## config.mk

```make
export PLATFORM = sky130hd
export DESIGN_NAME = channel_downmix_decimator_top
export DESIGN_NICKNAME = d
export VERILOG_FILES = /design/src/rtl/cdd_pkg.sv /design/src/rtl/cdd_div.sv /design/src/rtl/channel_downmix_decimator_top.sv
export SDC_FILE = /design/constraint.sdc
export NUM_CORES = 1
export LEC_CHECK = 0
export BUFFER_PORTS_ARGS = -buffer_cell sky130_fd_sc_hd__clkbuf_2
export CORE_MARGIN = 1
export CORE_UTILIZATION = 58
export DETAILED_ROUTE_END_ITERATION = 10
export PLACE_DENSITY = 0.79
export SLEW_MARGIN = 25
export SYNTH_ARGS = -nofsm -noshare
export SYNTH_HDL_FRONTEND = slang
export SYNTH_SLANG_ARGS = --single-unit
```

## constraint.sdc

```tcl
create_clock -name clk_i -period 9 [get_ports clk_i]
set_input_delay 1.8 -clock clk_i [delete_from_list [all_inputs] [get_ports clk_i]]
set_output_delay 1.8 -clock clk_i [all_outputs]
set_load 0.1 [all_outputs]
```

## src/rtl/cdd_pkg.sv

```systemverilog
// ----------------------------------------------------------------------------
// cdd_pkg
// Types and constants shared by the downmix decimator and its serial divider.
// ----------------------------------------------------------------------------
package cdd_pkg;

  // Fixed field layout of a frame and of the configuration registers.
  localparam int unsigned ChanFields  = 8;
  localparam int unsigned MapRegs     = 4;
  localparam int unsigned SampleW     = 16;
  localparam int unsigned ChanIdxW    = $clog2(ChanFields);
  localparam int unsigned MapIdxW     = $clog2(MapRegs);

  // Clamp limits on the channel count and the number of map entries in use.
  localparam int unsigned MaxChannels = 8;
  localparam int unsigned MapEntries  = 4;

  // Sum of up to ChanFields samples and its magnitude, and the sample count.
  localparam int unsigned SumW        = SampleW + $clog2(ChanFields);
  localparam int unsigned CntW        = $clog2(ChanFields + 1);
  localparam int unsigned DivCntW     = $clog2(SumW + 1);

  // Configuration register widths and indexes.
  localparam int unsigned CfgIdxW     = 3;
  localparam int unsigned CfgDataW    = 8;
  localparam int unsigned InChanW     = 4;
  localparam int unsigned DecW        = 8;
  localparam int unsigned MapCntW     = 3;
  localparam int unsigned MapEntW     = 5;

  localparam logic [CfgIdxW-1:0] RegInChannels = 3'd0;
  localparam logic [CfgIdxW-1:0] RegDecimation = 3'd1;
  localparam logic [CfgIdxW-1:0] RegMapCount   = 3'd2;
  localparam logic [CfgIdxW-1:0] RegMapEntry0  = 3'd3;
  localparam logic [CfgIdxW-1:0] RegMapEntry1  = 3'd4;
  localparam logic [CfgIdxW-1:0] RegMapEntry2  = 3'd5;
  localparam logic [CfgIdxW-1:0] RegMapEntry3  = 3'd6;

  typedef enum logic [2:0] {
    StIdle,
    StMap,
    StAll,
    StDivGo,
    StDiv,
    StOut
  } state_e;

  typedef struct packed {
    logic                start;
    logic [SumW-1:0]     dividend;
    logic [CntW-1:0]     divisor;
  } div_req_t;

  typedef struct packed {
    logic                done;
    logic [SumW-1:0]     quotient;
  } div_rsp_t;

endpackage

```

## src/rtl/cdd_div.sv

```systemverilog
// ----------------------------------------------------------------------------
// cdd_div
// Restoring unsigned divider that produces one quotient bit per cycle.
// ----------------------------------------------------------------------------
module cdd_div
  import cdd_pkg::*;
(
  input  logic     clk_i,
  input  logic     rst_ni,
  input  div_req_t req_i,
  output div_rsp_t rsp_o
);

  logic [SumW-1:0]    dvd_q, dvd_d;
  logic [CntW-1:0]    rem_q, rem_d;
  logic [CntW-1:0]    dvs_q, dvs_d;
  logic [DivCntW-1:0] cnt_q, cnt_d;
  logic               busy_q, busy_d;
  logic               done_q, done_d;
  logic [CntW:0]      rem_shift;
  logic [CntW:0]      rem_sub;
  logic               q_bit;

  always_comb begin
    rem_shift = {rem_q, dvd_q[SumW-1]};
    rem_sub   = rem_shift - {1'b0, dvs_q};
    q_bit     = (rem_shift >= {1'b0, dvs_q});

    dvd_d  = dvd_q;
    rem_d  = rem_q;
    dvs_d  = dvs_q;
    cnt_d  = cnt_q;
    busy_d = busy_q;
    done_d = 1'b0;

    if (req_i.start) begin
      dvd_d  = req_i.dividend;
      dvs_d  = req_i.divisor;
      rem_d  = '0;
      cnt_d  = DivCntW'(SumW);
      busy_d = 1'b1;
    end else if (busy_q) begin
      // The remainder stays below the divisor, so it fits back in CntW bits.
      rem_d = q_bit ? rem_sub[CntW-1:0] : rem_shift[CntW-1:0];
      dvd_d = {dvd_q[SumW-2:0], q_bit};
      cnt_d = cnt_q - 1'b1;
      if (cnt_q == DivCntW'(1)) begin
        busy_d = 1'b0;
        done_d = 1'b1;
      end
    end
  end

  always_ff @(posedge clk_i or negedge rst_ni) begin
    if (!rst_ni) begin
      busy_q <= 1'b0;
      done_q <= 1'b0;
      cnt_q  <= '0;
    end else begin
      busy_q <= busy_d;
      done_q <= done_d;
      cnt_q  <= cnt_d;
    end
  end

  always_ff @(posedge clk_i) begin
    dvd_q <= dvd_d;
    rem_q <= rem_d;
    dvs_q <= dvs_d;
  end

  assign rsp_o.done     = done_q;
  assign rsp_o.quotient = dvd_q;

endmodule

```

## src/rtl/channel_downmix_decimator_top.sv

```systemverilog
// ----------------------------------------------------------------------------
// channel_downmix_decimator_top
// Decimates a multichannel frame stream and mixes each kept frame to mono.
// ----------------------------------------------------------------------------
// One input beat is one frame; tuser carries the buffer start flag, which
// restarts the decimation phase so that frame is always kept. A dropped frame
// leaves the input ready. A kept frame is summed one channel per cycle through
// a single adder, over the valid map entries in use or, when no entry is
// valid, over all channels, then divided by the number of samples added in a
// bit-serial divider (19 quotient steps), and the next frame can be accepted
// from the same cycle in which its mono beat is offered. The input is not ready
// while a kept frame is being worked on; a finished mono beat waits in the
// output register while the next frame is accepted.
module channel_downmix_decimator_top
  import cdd_pkg::*;
(
  input  logic                          clk_i,
  input  logic                          rst_ni,
  input  logic                          cfg_we_i,
  input  logic [CfgIdxW-1:0]            cfg_idx_i,
  input  logic [CfgDataW-1:0]           cfg_data_i,
  input  logic                          s_axis_tvalid_i,
  output logic                          s_axis_tready_o,
  // chan_0 .. chan_7, 16 bits each, chan_0 in the lowest bits
  input  logic [ChanFields*SampleW-1:0] s_axis_tdata_i,
  // buffer_start
  input  logic                          s_axis_tuser_i,
  output logic                          m_axis_tvalid_o,
  input  logic                          m_axis_tready_i,
  // mono_sample
  output logic [SampleW-1:0]            m_axis_tdata_o
);

  // Configuration registers.
  logic        [InChanW-1:0] in_chan_q;
  logic        [DecW-1:0]    dec_q;
  logic        [MapCntW-1:0] map_cnt_q;
  logic signed [MapEntW-1:0] map_q [MapRegs];

  always_ff @(posedge clk_i or negedge rst_ni) begin
    if (!rst_ni) begin
      in_chan_q <= InChanW'(1);
      dec_q     <= DecW'(1);
      map_cnt_q <= '0;
      for (int i = 0; i < MapRegs; i++) begin
        map_q[i] <= '1;
      end
    end else if (cfg_we_i) begin
      unique case (cfg_idx_i)
        RegInChannels: in_chan_q <= cfg_data_i[InChanW-1:0];
        RegDecimation: dec_q     <= cfg_data_i[DecW-1:0];
        RegMapCount:   map_cnt_q <= cfg_data_i[MapCntW-1:0];
        RegMapEntry0:  map_q[0]  <= cfg_data_i[MapEntW-1:0];
        RegMapEntry1:  map_q[1]  <= cfg_data_i[MapEntW-1:0];
        RegMapEntry2:  map_q[2]  <= cfg_data_i[MapEntW-1:0];
        RegMapEntry3:  map_q[3]  <= cfg_data_i[MapEntW-1:0];
        default: ;
      endcase
    end
  end

  // Effective settings after clamping.
  logic [CntW-1:0]    nch;
  logic [CntW-1:0]    nmap;
  logic [DecW-1:0]    dec_eff;

  always_comb begin
    if (in_chan_q == '0) begin
      nch = CntW'(1);
    end else if (32'(in_chan_q) > MaxChannels) begin
      nch = CntW'(MaxChannels);
    end else begin
      nch = CntW'(in_chan_q);
    end
    if (32'(map_cnt_q) > MapEntries) begin
      nmap = CntW'(MapEntries);
    end else begin
      nmap = CntW'(map_cnt_q);
    end
    dec_eff = (dec_q == '0) ? DecW'(1) : dec_q;
  end

  // Sequencer state and datapath registers.
  state_e                    state_q, state_d;
  logic        [DecW-1:0]    phase_q, phase_d;
  logic        [SampleW-1:0] samp_q [ChanFields];
  logic signed [SumW-1:0]    acc_q, acc_d;
  logic        [CntW-1:0]    cnt_q, cnt_d;
  logic        [CntW-1:0]    k_q, k_d;
  logic        [SampleW-1:0] res_q, res_d;
  logic                      out_valid_q, out_valid_d;
  logic        [SampleW-1:0] out_data_q, out_data_d;

  logic                      in_fire;
  logic        [DecW-1:0]    phase_cur;
  logic        [DecW-1:0]    phase_inc;
  logic                      keep;
  logic signed [MapEntW-1:0] entry;
  logic                      entry_ok;
  logic        [ChanIdxW-1:0] sel_idx;
  logic signed [SumW-1:0]    add_sum;
  logic        [SumW-1:0]    sum_mag;
  logic        [SampleW-1:0] quo;
  div_req_t                  div_req;
  div_rsp_t                  div_rsp;

  assign s_axis_tready_o = (state_q == StIdle);
  assign in_fire         = s_axis_tvalid_i && s_axis_tready_o;

  assign phase_cur = s_axis_tuser_i ? '0 : phase_q;
  assign keep      = (phase_cur == '0);
  assign phase_inc = phase_cur + 1'b1;

  assign entry    = map_q[k_q[MapIdxW-1:0]];
  assign entry_ok = !entry[MapEntW-1] && (CntW'(entry[MapEntW-2:0]) < nch);

  // The shared adder takes a map-selected channel or walks all channels.
  assign sel_idx = (state_q == StMap) ? entry[ChanIdxW-1:0] : k_q[ChanIdxW-1:0];
  assign add_sum = acc_q + SumW'(signed'(samp_q[sel_idx]));

  assign sum_mag = acc_q[SumW-1] ? SumW'(-acc_q) : SumW'(acc_q);
  assign quo     = div_rsp.quotient[SampleW-1:0];

  always_comb begin
    state_d     = state_q;
    phase_d     = phase_q;
    acc_d       = acc_q;
    cnt_d       = cnt_q;
    k_d         = k_q;
    res_d       = res_q;
    out_valid_d = out_valid_q;
    out_data_d  = out_data_q;

    div_req.start    = 1'b0;
    div_req.dividend = sum_mag;
    div_req.divisor  = cnt_q;

    if (out_valid_q && m_axis_tready_i) begin
      out_valid_d = 1'b0;
    end

    unique case (state_q)
      StIdle: begin
        if (in_fire) begin
          phase_d = (phase_inc >= dec_eff) ? '0 : phase_inc;
          acc_d   = '0;
          cnt_d   = '0;
          k_d     = '0;
          if (keep) begin
            state_d = StMap;
          end
        end
      end
      StMap: begin
        if (k_q == nmap) begin
          k_d = '0;
          if (cnt_q == '0) begin
            state_d = StAll;
          end else begin
            state_d = StDivGo;
          end
        end else begin
          if (entry_ok) begin
            acc_d = add_sum;
            cnt_d = cnt_q + 1'b1;
          end
          k_d = k_q + 1'b1;
        end
      end
      StAll: begin
        if (k_q == nch) begin
          cnt_d   = nch;
          state_d = StDivGo;
        end else begin
          acc_d = add_sum;
          k_d   = k_q + 1'b1;
        end
      end
      StDivGo: begin
        div_req.start = 1'b1;
        state_d       = StDiv;
      end
      StDiv: begin
        if (div_rsp.done) begin
          // Dividing the magnitude and restoring the sign truncates toward zero.
          res_d   = acc_q[SumW-1] ? SampleW'(-quo) : quo;
          state_d = StOut;
        end
      end
      StOut: begin
        if (!out_valid_q || m_axis_tready_i) begin
          out_valid_d = 1'b1;
          out_data_d  = res_q;
          state_d     = StIdle;
        end
      end
      default: state_d = StIdle;
    endcase
  end

  always_ff @(posedge clk_i or negedge rst_ni) begin
    if (!rst_ni) begin
      state_q     <= StIdle;
      phase_q     <= '0;
      out_valid_q <= 1'b0;
      cnt_q       <= '0;
      k_q         <= '0;
    end else begin
      state_q     <= state_d;
      phase_q     <= phase_d;
      out_valid_q <= out_valid_d;
      cnt_q       <= cnt_d;
      k_q         <= k_d;
    end
  end

  always_ff @(posedge clk_i) begin
    acc_q      <= acc_d;
    res_q      <= res_d;
    out_data_q <= out_data_d;
    if (in_fire && keep) begin
      for (int i = 0; i < ChanFields; i++) begin
        samp_q[i] <= s_axis_tdata_i[i*SampleW +: SampleW];
      end
    end
  end

  cdd_div u_div (
    .clk_i  (clk_i),
    .rst_ni (rst_ni),
    .req_i  (div_req),
    .rsp_o  (div_rsp)
  );

  assign m_axis_tvalid_o = out_valid_q;
  assign m_axis_tdata_o  = out_data_q;

endmodule
```

==> flow_summary.toml <==
[run_status]
status = "complete, no violations"

[timing]
fin_crit_sh_pct = 56.8
holdWs_ns = 0.417
setup_viol = 0
worst_pin_slew_ns = 0.899
clock-skew-final_ns = 0.0278
rsz0062_at_grt = "false"
fin_setup_tns_ns = 0
final_hold_viol_count = 0
fin_crit_ns = 5.11
fmax_mhz = 196
slew_headroom_pct = 40.1
slew_viol_final = 0

[synthesis]
ys_seq_area_share_pct = 59.9
yosys-top-cells-count = "202 x edfxtp_1, 85 x nand2_1, 65 x nor2_1, 65 x o21ai_0, 60 x mux2_2"
synth_area_leader_cell = "edfxtp_1"
syn_avg_cell_area_sq_um = 12.7
synth_fp_nets = 1207
synth_cells = 1018
yosys_warnings = 0
post-synth-top-count-cell = "edfxtp_1"
ys_ff_latch = 268
synth_edf_count = 202
synth.cell_area_sq_um = 12900
ys_async_sr_fraction_pct = 23.1
synth-main-ff-cell = "edfxtp_1"
synth.distinct_cells = 76
yosysTopAreaCellShare_pct = 47.1
synth_area_leaders = "edfxtp_1 47%, dfrtp_1 7.8%, mux2_2 5.2%"

[drt]
antenna_left = 0
via_count = 8365
wirelength_mm = 24.6
drtIter0Drc = 399
viasPerCell = 5.64
wire_per_inst_um = 16.6
drc_errors = 0
first_pass_iters = 5

[setup_path]
crit_end = "acc_q[16]"
reg2reg_depth = 15
cp_slowest_stage_delay_ns = 0.67
critPathTopFamily = "compound AO/OA/AOI/OAI gates"
rrSetupSlack_ns = 3.89
path_class = "reg -> reg"
cp-startpoint = "state_q[2]"
reg2reg_from = "state_q[2]"
critPathLaunchType = "flip-flop"
cp.depth = 15
required_ns = 9.29
r2r_end = "acc_q[16]"
crit_path_cell_trace = "or3b_1 -> o31ai_4 -> buf_4 -> mux2_2 -> o211ai_1 -> o21ai_0 -> ha_1 -> fa_1 -> a21o_1 -> a221oi_1 -> a2bb2oi_1 -> a21oi_1 -> o311ai_0 -> xnor2_1 -> nor2_1"
crit_slowest_cell = "or3b_1"
path_buf_inv = 1
crit_path_end_kind = "flip-flop"
cp.arrival_ns = 5.40
path_max_fanout = 36

[final_layout]
syn2layout_area_growth_pct = 15.8
fin_cells = 1482
final_area_sq_um = 14900
drive_gt1_share_pct = 26.0
diodes = 0
nets = 1370

[grt]
gr-total-overflow = 0
grt_pass1_vias = 8158
antenna_found_initial = 0
grt_max_degree = 77
grt_usage_pct = 22.7
grt_pass1_wl_mm = 40.5

[placed_design]
routabilityCongestion = 0.895
io_buffers = 162
dp_cells = 1431
place_area_sq_um = 14000
dp_hpwl_mm = 17.5

[die]
num_rows = 54
start_util_pct = 59.1
fp.dieH_um = 151
core_area_sq_um = 21800
die-area_sq_um = 22800
num_io_pins = 163
die_width_um = 151

[clock_network]
clkSinkCount = 268
cts_root_buf = "clkbuf_16"
cts_tree = "built"
cts_setup_buffers = 0
cts_made_buffers = 27
clkSlewWorstSetupHoldPaths_ns = 0.06
post_cts_resized = 0
postCtsHoldBufs = 0
clk_path_buf_depth = 3
cts_htree_levels = 1
clk-insertion-delay-late_ns = 0.56

[power]
powerDensity_nw_per_um2 = 396
p_leak_nw = 5.88
ir_drop_mv = 0.233

[worst_hold_path]
hp-class = "reg -> reg"

[run]
maxCapViolCount = 0
registers in the layout, indices dropped and copies added, names as in the netlist, 3 cells and up:
| register | cells |
|---|---|
| samp_q | 128 |
| map_q | 20 |
| acc_q | 19 |
| u_div.dvd_q | 19 |
| m_axis_tdata_o | 16 |
| res_q | 16 |
| dec_q | 8 |
| phase_q | 8 |
| u_div.cnt_q | 5 |
| cnt_q | 4 |
| in_chan_q | 4 |
| k_q | 4 |
| u_div.dvs_q | 4 |
| u_div.rem_q | 4 |
| map_cnt_q | 3 |
| state_q | 3 |
layout by cell type, fill, tap and decap left out, types with 4 or more instances in the layout:
cell,Yosys,final
edfxtp_1,202,202
clkbuf_2,0,162
nand2_1,85,85
o21ai_0,65,65
nor2_1,65,64
mux2_2,60,60
a21oi_1,48,48
ha_1,42,42
dfrtp_1,40,40
mux2i_1,38,37
xnor2_1,36,36
inv_1,34,34
clkbuf_16,0,27
xor2_1,26,26
o211ai_1,22,22
dfstp_2,22,22
nor3_1,15,14
nand2b_1,12,12
nand3_1,12,12
a21o_1,12,12
buf_4,0,12
a211oi_1,11,11
o31ai_1,8,8
a22o_1,8,8
or4_1,7,7
nor2b_1,7,7
nand3b_1,6,6
clkinv_1,1,6
clkbuf_1,27,6
o21ai_1,5,5
and3_1,5,5
o21bai_1,5,5
o21a_1,5,5
a31oi_1,4,4
or3_1,4,4
bufinv_16,0,4
clkinv_2,0,4
dfxtp_1,4,4
cell families (layout without fill, tap and decap cells):
| group | after synthesis | in the layout | synth area share, % |
|---|---|---|---|
| AND/OR/NAND/NOR | 242 | 242 | 9.05 |
| buffers and inverters | 76 | 260 | 2.33 |
| XOR/XNOR | 62 | 62 | 4.21 |
| multiplexers | 101 | 101 | 8.72 |
| AO/OA/AOI/OAI | 225 | 225 | 11.4 |
| adder cells (fa/ha/maj) | 44 | 44 | 4.39 |
| flip-flops | 268 | 268 | 59.9 |
layer usage:
layer	vias up	global-route usage (%)	part of all wire, %
li1	4136	-	-
met1	3967	30.5	45
met2	227	38.1	48
met3	35	4.34	5.2
met4	0	5.55	2.1
met5	-	0	0
area by class of cell:
cell class                 count  area [sq um]
timing repair buffer         175           916
sequential                   268          7720
multi-input combinational    674          4900
clock inverter                17           200
tap                          280           350
inverter                      35           131
clock buffer                  33           698
fill                        1564          6900
where the power goes:
part	internal, mW	leakage (nW)	switching, mW
logic	1.11	2.79	1.55
clock network	0.669	0.434	0.463
registers	1.85	2.66	0.270
metrics by stage:
stage,setup slack [ns],total power [mW],util (%)
final,3.89,5.91,68.4
after global routing,3.43,6.34,68.4
after CTS,3.85,5.93,68.3
after detailed placement,3.92,4.78,64.2
after global placement,4.04,4.68,64.2
after floorplan,1.66,4.18,-
worst min path at each step:
stage,to,slack (ns),start,cells after the start
2_1_floorplan,m_axis_tdata_o[0],0.40,res_q[0],0
3_3_place_gp,m_axis_tdata_o[8],0.40,res_q[8],0
3_5_place_dp,m_axis_tdata_o[4],0.40,res_q[4],0
4_1_cts,m_axis_tdata_o[4],0.42,res_q[4],0
5_1_grt,m_axis_tdata_o[14],0.42,res_q[14],0
6_report,m_axis_tdata_o[4],0.42,res_q[4],0
(Power assumes the default switching activity.)
